## src/rtl/core/frsd_pkg.sv

```systemverilog
// Shared constants, types and the command interface of the frequency rank decoder.
package frsd_pkg;

	localparam int COUNT_BITS    = 20;
	localparam int ALPHABET_SIZE = 32;
	localparam int SYM_BITS      = $clog2(ALPHABET_SIZE);

	typedef logic [COUNT_BITS-1:0] count_t;
	typedef logic [SYM_BITS-1:0]   sym_t;
	typedef logic [1:0]            mode_t;

	localparam mode_t MODE_COUNT  = 2'd0;
	localparam mode_t MODE_DECODE = 2'd1;
	localparam mode_t MODE_CLEAR  = 2'd2;

	// Source of the histogram read address.
	typedef enum logic [1:0] {
		RD_SYM_IN = 2'd0,
		RD_KEY    = 2'd1,
		RD_ZERO   = 2'd2,
		RD_NEXT   = 2'd3
	} rd_src_t;

	typedef struct packed {
		logic    cap;
		logic    rd_en;
		rd_src_t rd_src;
		logic    cnt_wr;
		logic    hist_clr;
		logic    key_clr;
		logic    ld_key;
		logic    scan;
		logic    tbl_wr;
		logic    out_ld;
	} dp_cmd_t;

	typedef struct packed {
		logic scan_last;
		logic key_last;
		logic out_free;
	} dp_stat_t;

	// Plaintext letters in expected order of frequency, most common first.
	localparam sym_t FREQ_ORDER [ALPHABET_SIZE] = '{
		5'd14, 5'd5,  5'd0,  5'd8,  5'd13, 5'd18, 5'd17, 5'd16,
		5'd2,  5'd11, 5'd10, 5'd12, 5'd4,  5'd15, 5'd19, 5'd31,
		5'd27, 5'd28, 5'd3,  5'd7,  5'd1,  5'd23, 5'd9,  5'd21,
		5'd6,  5'd24, 5'd30, 5'd22, 5'd25, 5'd29, 5'd20, 5'd26
	};

endpackage

```

## src/rtl/core/frsd_ram.sv

```systemverilog
// Generic single write port RAM with one registered read port.
module frsd_ram #(
	parameter int WIDTH = 8,
	parameter int DEPTH = 32
) (
	input  logic                     clk,
	input  logic                     we,
	input  logic [$clog2(DEPTH)-1:0] waddr,
	input  logic [WIDTH-1:0]         wdata,
	input  logic                     re,
	input  logic [$clog2(DEPTH)-1:0] raddr,
	output logic [WIDTH-1:0]         rdata
);

	logic [WIDTH-1:0] mem_q [DEPTH];
	logic [WIDTH-1:0] rdata_q;

	always_ff @(posedge clk) begin
		if (we) begin
			mem_q[waddr] <= wdata;
		end
		if (re) begin
			rdata_q <= mem_q[raddr];
		end
	end

	assign rdata = rdata_q;

endmodule

```

## src/rtl/core/frsd_dp.sv

```systemverilog
// Datapath: histogram, rank counters, key table and output register.
module frsd_dp
	import frsd_pkg::*;
(
	input  logic     clk,
	input  logic     arst_n,
	input  sym_t     symbol,
	input  dp_cmd_t  cmd,
	output dp_stat_t stat,
	input  logic     out_stall,
	output logic     out_valid,
	output sym_t     plain_symbol
);

	sym_t                     sym_q;
	sym_t                     rd_addr;
	sym_t                     rd_addr_q;
	logic [ALPHABET_SIZE-1:0] hist_vld_q;
	count_t                   ram_rdata;
	count_t                   eff_count;
	count_t                   cnt_inc;
	count_t                   ck_q;
	sym_t                     j_q;
	sym_t                     k_q;
	sym_t                     rank_q;
	logic                     beats;
	sym_t                     tbl_q [ALPHABET_SIZE];
	logic                     out_valid_q;
	sym_t                     plain_q;

	always_comb begin
		unique case (cmd.rd_src)
			RD_SYM_IN: rd_addr = symbol;
			RD_KEY:    rd_addr = k_q;
			RD_ZERO:   rd_addr = '0;
			RD_NEXT:   rd_addr = j_q + sym_t'(1);
			default:   rd_addr = '0;
		endcase
	end

	frsd_ram #(
		.WIDTH(COUNT_BITS),
		.DEPTH(ALPHABET_SIZE)
	) u_hist (
		.clk  (clk),
		.we   (cmd.cnt_wr),
		.waddr(sym_q),
		.wdata(cnt_inc),
		.re   (cmd.rd_en),
		.raddr(rd_addr),
		.rdata(ram_rdata)
	);

	// A bin never written since reset or clear reads as zero.
	assign eff_count = hist_vld_q[rd_addr_q] ? ram_rdata : '0;
	assign cnt_inc   = (&eff_count) ? eff_count : eff_count + count_t'(1);

	// Letter j ranks ahead of letter k on a larger count, or on a tie at a lower index.
	assign beats = (eff_count > ck_q) || ((eff_count == ck_q) && (j_q < k_q));

	always_ff @(posedge clk or negedge arst_n) begin
		if (!arst_n) begin
			rd_addr_q   <= '0;
			hist_vld_q  <= '0;
			j_q         <= '0;
			k_q         <= '0;
			rank_q      <= '0;
			out_valid_q <= 1'b0;
		end else begin
			if (cmd.rd_en) begin
				rd_addr_q <= rd_addr;
			end
			if (cmd.hist_clr) begin
				hist_vld_q <= '0;
			end else if (cmd.cnt_wr) begin
				hist_vld_q[sym_q] <= 1'b1;
			end
			if (cmd.ld_key) begin
				j_q    <= '0;
				rank_q <= '0;
			end else if (cmd.scan) begin
				j_q    <= j_q + sym_t'(1);
				rank_q <= rank_q + sym_t'(beats);
			end
			if (cmd.key_clr) begin
				k_q <= '0;
			end else if (cmd.tbl_wr) begin
				k_q <= k_q + sym_t'(1);
			end
			if (cmd.out_ld) begin
				out_valid_q <= 1'b1;
			end else if (!out_stall) begin
				out_valid_q <= 1'b0;
			end
		end
	end

	always_ff @(posedge clk) begin
		if (cmd.cap) begin
			sym_q <= symbol;
		end
		if (cmd.ld_key) begin
			ck_q <= eff_count;
		end
		if (cmd.tbl_wr) begin
			tbl_q[k_q] <= FREQ_ORDER[rank_q];
		end
		if (cmd.out_ld) begin
			plain_q <= tbl_q[sym_q];
		end
	end

	assign stat.scan_last = &j_q;
	assign stat.key_last  = &k_q;
	assign stat.out_free  = !out_valid_q || !out_stall;

	assign out_valid    = out_valid_q;
	assign plain_symbol = plain_q;

endmodule

```

## src/rtl/core/frsd_ctrl.sv

```systemverilog
// Controller: sequences counting, ranking and decoding over the datapath.
module frsd_ctrl
	import frsd_pkg::*;
(
	input  logic     clk,
	input  logic     arst_n,
	input  logic     in_valid,
	input  mode_t    mode,
	output logic     in_stall,
	output dp_cmd_t  cmd,
	input  dp_stat_t stat
);

	typedef enum logic [6:0] {
		ST_IDLE    = 7'b0000001,
		ST_CNT_WR  = 7'b0000010,
		ST_RK_RDK  = 7'b0000100,
		ST_RK_LDK  = 7'b0001000,
		ST_RK_SCAN = 7'b0010000,
		ST_RK_WR   = 7'b0100000,
		ST_DEC_OUT = 7'b1000000
	} state_t;

	state_t state_q;
	state_t state_d;
	logic   key_ready_q;
	logic   key_ready_d;
	logic   accept;

	assign in_stall = (state_q != ST_IDLE);
	assign accept   = in_valid && !in_stall;

	always_comb begin
		cmd         = '0;
		state_d     = state_q;
		key_ready_d = key_ready_q;
		unique case (state_q)
			ST_IDLE: begin
				if (accept) begin
					cmd.cap = 1'b1;
					unique case (mode)
						MODE_COUNT: begin
							cmd.rd_en   = 1'b1;
							cmd.rd_src  = RD_SYM_IN;
							key_ready_d = 1'b0;
							state_d     = ST_CNT_WR;
						end
						MODE_DECODE: begin
							if (key_ready_q) begin
								state_d = ST_DEC_OUT;
							end else begin
								cmd.key_clr = 1'b1;
								state_d     = ST_RK_RDK;
							end
						end
						MODE_CLEAR: begin
							cmd.hist_clr = 1'b1;
							key_ready_d  = 1'b0;
						end
						default: begin
						end
					endcase
				end
			end
			ST_CNT_WR: begin
				cmd.cnt_wr = 1'b1;
				state_d    = ST_IDLE;
			end
			ST_RK_RDK: begin
				cmd.rd_en  = 1'b1;
				cmd.rd_src = RD_KEY;
				state_d    = ST_RK_LDK;
			end
			ST_RK_LDK: begin
				cmd.ld_key = 1'b1;
				cmd.rd_en  = 1'b1;
				cmd.rd_src = RD_ZERO;
				state_d    = ST_RK_SCAN;
			end
			ST_RK_SCAN: begin
				cmd.scan   = 1'b1;
				cmd.rd_en  = 1'b1;
				cmd.rd_src = RD_NEXT;
				if (stat.scan_last) begin
					state_d = ST_RK_WR;
				end
			end
			ST_RK_WR: begin
				cmd.tbl_wr = 1'b1;
				if (stat.key_last) begin
					key_ready_d = 1'b1;
					state_d     = ST_DEC_OUT;
				end else begin
					state_d = ST_RK_RDK;
				end
			end
			ST_DEC_OUT: begin
				if (stat.out_free) begin
					cmd.out_ld = 1'b1;
					state_d    = ST_IDLE;
				end
			end
			default: begin
				state_d = ST_IDLE;
			end
		endcase
	end

	always_ff @(posedge clk or negedge arst_n) begin
		if (!arst_n) begin
			state_q     <= ST_IDLE;
			key_ready_q <= 1'b0;
		end else begin
			state_q     <= state_d;
			key_ready_q <= key_ready_d;
		end
	end

endmodule

```

## src/rtl/core/frequency_rank_substitution_decoder.sv

```systemverilog
// Top level of the frequency rank substitution decoder.
//
// The input channel (in_valid, in_stall, mode, symbol) takes one transfer per
// item. A count item adds the ciphertext letter to a histogram of saturating
// counters; it holds in_stall high for one cycle for the read-modify-write of
// the histogram RAM, so the next letter waits until that write is done.
// A clear item empties the histogram and drops the key without raising
// in_stall; an item with the unused mode is dropped likewise.
// A decode item produces one transfer on the output channel (out_valid,
// out_stall, plain_symbol). With a built key the controller moves to
// ST_DEC_OUT and loads the output register once it is free. The first decode
// after any counting, clear or reset first ranks all 32 letters: each letter is
// compared against every letter through the single histogram read port, in the
// states ST_RK_RDK, ST_RK_LDK, ST_RK_SCAN and ST_RK_WR for each letter.
// The output register holds a result while out_stall is high; a following
// count or clear item is still taken meanwhile, and a later decode waits in
// the controller until the register is free.
// Reset (arst_n low, asynchronous) empties the histogram at once through
// per-bin valid flags and marks the key as not built; no clearing pass runs.
module frequency_rank_substitution_decoder
	import frsd_pkg::*;
(
	input  logic  clk,
	input  logic  arst_n,
	input  logic  in_valid,
	output logic  in_stall,
	input  mode_t mode,
	input  sym_t  symbol,
	output logic  out_valid,
	input  logic  out_stall,
	output sym_t  plain_symbol
);

	dp_cmd_t  cmd;
	dp_stat_t stat;

	// The controller owns sequencing and the key-built flag.
	frsd_ctrl u_ctrl (
		.clk     (clk),
		.arst_n  (arst_n),
		.in_valid(in_valid),
		.mode    (mode),
		.in_stall(in_stall),
		.cmd     (cmd),
		.stat    (stat)
	);

	// The datapath holds the histogram, the ranking counters and the key table.
	frsd_dp u_dp (
		.clk         (clk),
		.arst_n      (arst_n),
		.symbol      (symbol),
		.cmd         (cmd),
		.stat        (stat),
		.out_stall   (out_stall),
		.out_valid   (out_valid),
		.plain_symbol(plain_symbol)
	);

endmodule

```

## config.mk

```make
export PLATFORM = sky130hd
export DESIGN_NAME = frequency_rank_substitution_decoder
export DESIGN_NICKNAME = d
export VERILOG_FILES = /design/src/rtl/core/frsd_pkg.sv /design/src/rtl/core/frsd_ram.sv /design/src/rtl/core/frsd_dp.sv /design/src/rtl/core/frsd_ctrl.sv /design/src/rtl/core/frequency_rank_substitution_decoder.sv
export SDC_FILE = /design/constraint.sdc
export NUM_CORES = 1
export LEC_CHECK = 0
export ABC_AREA = 0
export ABC_CLOCK_PERIOD_IN_PS = 5200
export BUFFER_PORTS_ARGS = -buffer_cell sky130_fd_sc_hd__buf_2
export CAP_MARGIN = 30
export CELL_PAD_IN_SITES_DETAIL_PLACEMENT = 1
export CELL_PAD_IN_SITES_GLOBAL_PLACEMENT = 2
export CORE_UTILIZATION = 35
export CTS_CLUSTER_SIZE = 8
export DETAILED_ROUTE_END_ITERATION = 6
export HOLD_SLACK_MARGIN = 0.03
export PLACE_DENSITY = 0.61
export SYNTH_ARGS = -nofsm -noshare
export SYNTH_HDL_FRONTEND = slang
export SYNTH_SLANG_ARGS = --single-unit
```

## constraint.sdc

```tcl
create_clock -name clk -period 5.2 [get_ports clk]
set_input_delay 0.26 -clock clk [delete_from_list [all_inputs] [get_ports clk]]
set_output_delay 0.26 -clock clk [all_outputs]
set_load 0.03 [all_outputs]
```

==> results of run 1 <==
==> critical path, delay by kind of cell, from the launching register on <==
family | cells | cell delay [ns]
AO/OA/AOI/OAI | 8 | 1.38
adder cells (fa/ha/maj) | 3 | 0.72
flip-flops | 1 | 0.51
AND/OR/NAND/NOR | 6 | 1.04
multiplexers | 1 | 0.49
XOR/XNOR | 1 | 0.15
buffers and inverters | 2 | 0.28
==> cell usage after synthesis (all sizes together) (2+ instances only) <==
cell    number
xnor2       14
nand2      620
nand2b       6
nand3       78
nor3b        3
a21oi       43
nand4       34
buf         94
inv         36
mux4        49
edfxtp     850
or4b         2
dfrtp       60
a31oi      109
or3          7
or3b         3
mux2         6
nor4         4
nor2       170
a22oi       22
o22ai       58
a311oi       2
a211oi       4
nand3b       6
nor3        14
o21a        34
and3       122
ha          41
xor2        11
or4          2
nor2b       24
mux2i       21
o21ai       64
o211ai       4
and3b        3
clkbuf      59
a32oi        4
a21o        14
nor4b       22
and2         5
==> layer usage <==
layer	part of all wire, %	up-vias	track usage (%)
li1	-	10400	-
met1	46	12500	30.6
met2	47	553	35.3
met3	4.8	174	3.90
met4	2.1	0	6.01
met5	0	-	0
==> layout make-up <==
cell class	instances	share of cell area (%)
sequential	911	61.7
inverter	36	0.308
multi-input combinational	1640	22.7
clock inverter	13	0.528
clock buffer	153	7.76
tap	1391	3.97
timing repair buffer	156	3.04
==> stage by stage <==
stage	util, %	cell area, um2	hold slack [ns]	std cells
2_1_floorplan	-	37600	-0.0356	2740
3_3_place_gp	37.8	40000	0.467	4120
3_5_place_dp	37.8	40100	0.475	4122
4_1_cts	41.4	43800	0.236	4299
5_1_grt	41.4	43800	0.267	4300
6_report	41.4	43800	0.254	4300
==> sequential cells by signal (all words and copies together), names as in the netlist, 7 cells and up <==
signal             count
u_dp.tbl_q           160
u_dp.u_hist.rdata     20
u_dp.ck_q             20
u_dp.u_hist.mem_q    640
u_dp.hist_vld_q       32
u_ctrl.state_q         7
==> power groups by stage <==
stage | Combinational [uW] | Clock, uW | Sequential, uW
global route | 3520 | 8220 | 8820
finish | 3230 | 7750 | 8810
global placement | 3160 | 0 | 8940
floorplan | 1880 | 0 | 8860
detailed placement | 3250 | 0 | 8940
CTS | 3270 | 7940 | 8810
==> logic make-up after synthesis <==
family                   share of synthesized area (%)
flip-flops                                        72.0
XOR/XNOR                                         0.583
multiplexers                                      3.68
AND/OR/NAND/NOR                                   13.8
AO/OA/AOI/OAI                                     6.24
adder cells (fa/ha/maj)                           1.36
buffers and inverters                             2.33
==> worst min-delay path by stage <==
| stage | slack [ns] | to | startpoint |
|---|---|---|---|
| detailed placement | 0.48 | u_dp.hist_vld_q[4] | u_dp.hist_vld_q[4] |
| global placement | 0.47 | u_dp.k_q[0] | arst_n |
| CTS | 0.24 | u_dp.k_q[0] | arst_n |
| floorplan | -0.04 | u_ctrl.key_ready_q | arst_n |
| global route | 0.27 | u_dp.sym_q[2] | symbol[2] |
| finish | 0.25 | u_dp.k_q[0] | arst_n |
==> repair_timing <==
action / 4_1_cts / 5_1_grt
endpoints found under the hold margin: 82 / 0
gates resized for setup: 0 / 1
hold buffers: 11 / 0
setup endpoints to repair: 0 / 14
==> results by group, run 1 <==
Pwr
  • Net Sw Frac: 28.1%
  • Sequential share of power: 44.5%
  • Leakage power: 0.0160 uW
  • Comb pwr share: 16.3%
  • Max VDD drop: 0.243 mV
  • Power, Total: 19800 uW
  • Pint: 14200 uW
  • Switch Pwr: 5560 uW
  • Clock network power share: 39.2%
  • Pwr Density: 452 mW/mm2

STA
  • Tmin final: 4.72 ns
  • Setup slack after layout: 0.477 ns
  • Final Slew Violations: 0
  • Layout Skew: 0.0275 ns
  • Slew @ Worst Pin: 1.09 ns
  • Tcrit/Tclk final: 90.8%
  • RSZ-0062 raised after global routing: no
  • Fmax: 212 MHz
  • Final TNS setup: 0 ns
  • Setup violators final: 0
  • Endpoints failing hold: 0
  • Max-slew headroom: 27.0%

Placed design
  • # port buffers: 17
  • RePlAce Congestion: 0.814
  • Setup WS pre-CTS: 0.297 ns
  • Hpwl dp: 68500 um

Clock network
  • Clock Tree Buf Depth: 3
  • CTS sink count: 911
  • H-Tree Depth: 4
  • Cell chosen for the clock root: clkbuf_16
  • Setup bufs post-CTS: 0
  • Total CTS buffers: 131
  • CTS tree: built
  • Clock latency on the worst-skew pair: 0.75 ns
  • Clk pin slew, worst setup/hold paths: 0.05 ns

Critical path
  • CP Launch Type: flip-flop
  • Worst r2r src: u_dp.rd_addr_q[1]
  • Worst-path fanout max: 5
  • Critical path class: reg -> reg
  • Req. time, crit path: 5.80 ns
  • Crit path from: u_dp.rd_addr_q[1]
  • Cell mode on critical path: a21o_1
  • CP arrival: 5.33 ns
  • Crit-path slowest cell: dfrtp_1
  • CP max stage delay: 0.51 ns
  • R2R setup slack: 0.48 ns
  • R2R depth: 21
  • Critical path cell sequence: buf_4, mux4_2, nor2_1, o22ai_1, nor3_2, nand2b_1, inv_1, ha_1, a21o_1, a21o_1, a21o_1, a21o_1, a21oi_1, nor2b_1, o21ai_0, a21oi_1, ha_1, ha_1, nand4_1, xor2_1, nor2_1
  • CP endpoint: u_dp.rank_q[4]
  • CP endpoint kind: flip-flop
  • Worst R2R End: u_dp.rank_q[4]

Synthesis
  • Mapped Area: 0.0376 mm2
  • Yosys reg bits: 911
  • EDFF count, synth: 850
  • Synth top area share: 67.9%
  • Synth warnings: 0
  • Synth top area cells: edfxtp_1, nand2_1, dfrtp_1, mux4_2, and3_1
  • Seq/Total Area, Yosys: 72.0%
  • Largest area contributor in the netlist: edfxtp_1
  • Cell variety after synth: 67
  • Mean Syn Cell Area: 13.7 um2
  • Synth async-reset ratio: 6.70%
  • Cells after Synth: 2740
  • Syn Nets: 2792
  • Synth Flop Type: edfxtp_1

Floorplan
  • Area of the core: 0.106 mm2
  • Site row count: 119
  • Die width: 330 um
  • Die Area: 0.109 mm2
  • Die Y-Extent: 330 um
  • IO Pins: 18
  • Initial Util: 35.5%

Finish
  • Layout cells sized above 1: 15.3%
  • Commonest non-fill, non-tap cell in the layout: edfxtp_1
  • Nets: 2928
  • Multi-input logic area: 0.00993 mm2
  • Area grow syn2layout: 16.6%
  • # diodes: 0
  • Layout fillers: 10700
  • Commonest non-fill, non-tap cells in the layout: edfxtp_1, nand2_1, clkbuf_16
  • FF/Latch Area: 0.0271 mm2

Drt
  • DR DRC count: 0
  • Final wirelength: 118000 um
  • Vias: 23600
  • DR pass1 iterations: 5
  • Wire per inst: 27.3 um
  • Final ANT Viol Nets: 0
  • DR vias/cell: 5.50
  • Initial drt markers: 1770

Global route
  • Grt total ovfl: 0
  • Vias in the first global route: 24500
  • Initial antenna violation count: 5
  • Global-route wire length before repair: 171000 um
  • Largest net degree at the start of global routing: 80
  • Total GRT Usage: 22.0%

Hold path
  • Worst min-delay path category: in -> async

Run
  • Max cap viols: 0

Status
  • Status: completed
(Power assumes the default switching activity.)
==> run 2: changes to the inputs <==
--- a/config.mk
+++ b/config.mk
@@ -15,6 +15,7 @@
 export CTS_CLUSTER_SIZE = 8
 export DETAILED_ROUTE_END_ITERATION = 6
 export HOLD_SLACK_MARGIN = 0.03
+export MAX_ROUTING_LAYER = met4
 export PLACE_DENSITY = 0.61
 export SYNTH_ARGS = -nofsm -noshare
 export SYNTH_HDL_FRONTEND = slang
==> run 2 against run 1 <==
Compared with the run above: final cell count hardly changed; setup slack better by 0.0059 ns; final area hardly changed; maximum frequency is 0.12% higher; routed wire length hardly changed; clock power hardly changed; sequential power hardly changed; power hardly changed.
==> results by group, run 2 (same netlist as run 1, synthesis figures left out) <==
Finish
  • Final Util: 41.4% (about the same)
  • Max FFs per register: 640 (unchanged)
  • Commonest non-fill, non-tap cells in the layout: edfxtp_1, nand2_1, clkbuf_16 (unchanged)
  • Layout cells sized above 1: 15.3% (unchanged)
  • Nets: 2928 (unchanged)
  • Largest registers: u_dp.u_hist.mem_q x640, u_dp.tbl_q x160, u_dp.hist_vld_q x32 (unchanged)
  • Layout fillers: 10700 (unchanged)
  • Area grow syn2layout: 16.6% (about the same)
  • Commonest non-fill, non-tap cell in the layout: edfxtp_1 (unchanged)
  • Biggest register: u_dp.u_hist.mem_q (unchanged)

Floorplan
  • Die Y-Extent: 330 um (unchanged)
  • Initial Util: 35.5% (unchanged)
  • Die Area: 0.109 mm2 (unchanged)
  • IO Pins: 18 (unchanged)
  • Site row count: 119 (unchanged)
  • Area of the core: 0.106 mm2 (unchanged)
  • Die width: 330 um (unchanged)

STA
  • Tcrit/Tclk final: 90.7% (was 90.8%)
  • Max-slew headroom: 31.2% (was 27.0%)
  • Final Slew Violations: 0 (unchanged)
  • Slew @ Worst Pin: 1.02 ns (was 1.09 ns)
  • RSZ-0062 raised after global routing: no (unchanged)
  • WHS: 0.255 ns (was 0.254 ns)
  • Setup violators final: 0 (unchanged)
  • Tmin final: 4.72 ns (about the same)
  • Layout Skew: 0.0261 ns (was 0.0275 ns)
  • Endpoints failing hold: 0 (unchanged)
  • Final TNS setup: 0 ns (unchanged)
  • Fmax: 212 MHz (about the same)

Clock network
  • Clock Tree Buf Depth: 3 (unchanged)
  • Setup bufs post-CTS: 0 (unchanged)
  • Cell chosen for the clock root: clkbuf_16 (unchanged)
  • CTS sink count: 911 (unchanged)
  • Total CTS buffers: 131 (unchanged)
  • Clock latency on the worst-skew pair: 0.75 ns (about the same)
  • CTS tree: built (unchanged)
  • H-Tree Depth: 4 (unchanged)
  • Clk pin slew, worst setup/hold paths: 0.05 ns (about the same)

Pwr
  • Pint: 14200 uW (about the same)
  • Switch Pwr: 5560 uW (about the same)
  • Leakage power: 0.0160 uW (about the same)
  • Clock network power share: 39.1% (was 39.2%)
  • Sequential share of power: 44.5% (about the same)
  • Pwr Density: 452 mW/mm2 (about the same)
  • Max VDD drop: 0.243 mV (about the same)
  • Net Sw Frac: 28.1% (about the same)
  • Comb pwr share: 16.4% (was 16.3%)

Drt
  • DR pass1 iterations: 5 (unchanged)
  • Wire per inst: 27.4 um (was 27.3 um)
  • Initial drt markers: 1767 (was 1770)
  • Vias: 23600 (about the same)
  • DR vias/cell: 5.48 (was 5.50)
  • DR DRC count: 0 (unchanged)
  • Final ANT Viol Nets: 0 (unchanged)
  • Final wirelength: 118000 um (about the same)

Critical path
  • CP endpoint kind: flip-flop (unchanged)
  • Req. time, crit path: 5.81 ns (was 5.80 ns)
  • CP arrival: 5.32 ns (was 5.33 ns)
  • Critical path class: reg -> reg (unchanged)
  • R2R depth: 21 (unchanged)
  • R2R setup slack: 0.48 ns (about the same)
  • Worst R2R End: u_dp.rank_q[4] (unchanged)
  • Worst-path fanout max: 5 (unchanged)
  • CP Launch Type: flip-flop (unchanged)
  • Worst r2r src: u_dp.rd_addr_q[1] (unchanged)

Status
  • Status: completed (unchanged)

Placed design
  • # port buffers: 17 (unchanged)
  • RePlAce Congestion: 0.826 (was 0.814)
  • Hpwl dp: 68500 um (unchanged)

Global route
  • Total GRT Usage: 22.7% (was 22.0%)
  • Initial antenna violation count: 4 (was 5)
  • Largest net degree at the start of global routing: 80 (unchanged)
  • Grt total ovfl: 0 (unchanged)
  • Vias in the first global route: 24500 (about the same)
  • Global-route wire length before repair: 171000 um (about the same)

Run
  • Max cap viols: 0 (unchanged)

Hold path
  • Worst min-delay path category: in -> async (unchanged)
==> run 2: cell types whose count changed in the layout (fill, tap and decap cells not counted), sizes merged <==
cell,before,now
diode,0,1
==> run 2: worst max-delay path: stages (launching register included) <==
cell      delay, ns
dfrtp_1        0.51
buf_4          0.20
mux4_2         0.49
nor2_1         0.15
o22ai_1        0.13
nor3_2         0.42
nand2b_1       0.26
inv_1          0.08
ha_1           0.29
a21o_1         0.16
a21o_1         0.17
a21o_1         0.18
a21o_1         0.17
a21oi_1        0.16
nor2b_1        0.06
o21ai_0        0.21
a21oi_1        0.19
ha_1           0.24
ha_1           0.19
nand4_1        0.10
xor2_1         0.15
nor2_1         0.05
==> run 2: worst max-delay path by stage <==
stage | to | start | slack [ns] | depth (start not counted)
after floorplan | u_dp.u_hist.mem_q[0][15] | u_dp.rd_addr_q[1] | 0.44 | 14
after global placement | u_dp.u_hist.mem_q[1][13] | u_dp.rd_addr_q[1] | 0.28 | 16
after detailed placement | u_dp.u_hist.mem_q[31][17] | u_dp.rd_addr_q[1] | 0.30 | 17
after CTS | u_dp.u_hist.mem_q[31][17] | u_dp.rd_addr_q[1] | 0.20 | 17
after global routing | u_dp.rank_q[4] | u_dp.rd_addr_q[1] | 0.11 | 21
final | u_dp.rank_q[4] | u_dp.rd_addr_q[1] | 0.48 | 21
==> run 2: layout make-up <==
cell class / instances / area (um2) / area share (%)
flip-flops and latches: 911 / 27100 / 61.7
multi-input cells: 1640 / 9930 / 22.7
clock buffers: 153 / 3400 / 7.76
well taps: 1391 / 1740 / 3.97
repair buffers: 156 / 1330 / 3.04
clock inverters: 13 / 231 / 0.528
inverters: 36 / 135 / 0.308
diodes: 1 / 2.50 / 0.00571
==> run 2: timing repair <==
action | 4_1_cts | 5_1_grt
endpoints found under the setup margin | 0 | 14
hold buffers | 11 | 0
gates resized for setup | 0 | 1
hold endpoints to repair | 82 | 0
==> run 2: power groups by stage <==
stage                     clock (uW)  combinational [uW]  sequential (uW)
after floorplan                    0                1880             8860
after global placement             0                3160             8940
after detailed placement           0                3250             8940
after CTS                       7940                3270             8810
after global routing            8220                3520             8820
final                           7750                3240             8810
==> run 2: metrics by stage <==
step / total power [uW] / cell area [um2] / setup WS, ns / std cells
3_3_place_gp: 12100 / 40000 / 0.283 / 4120
5_1_grt: 20600 / 43800 / 0.107 / 4300
4_1_cts: 20000 / 43800 / 0.203 / 4299
2_1_floorplan: 10700 / 37600 / 0.439 / 2740
6_report: 19800 / 43800 / 0.483 / 4301
3_5_place_dp: 12200 / 40100 / 0.297 / 4122
==> run 2: layer usage <==
layer	global-route usage [%]	vias to the layer above	part of all wire [%]
met4	6.01	0	2.1
li1	-	10400	-
met1	30.6	12400	46
met5	-	-	0
met2	35.3	538	47
met3	3.85	176	4.5
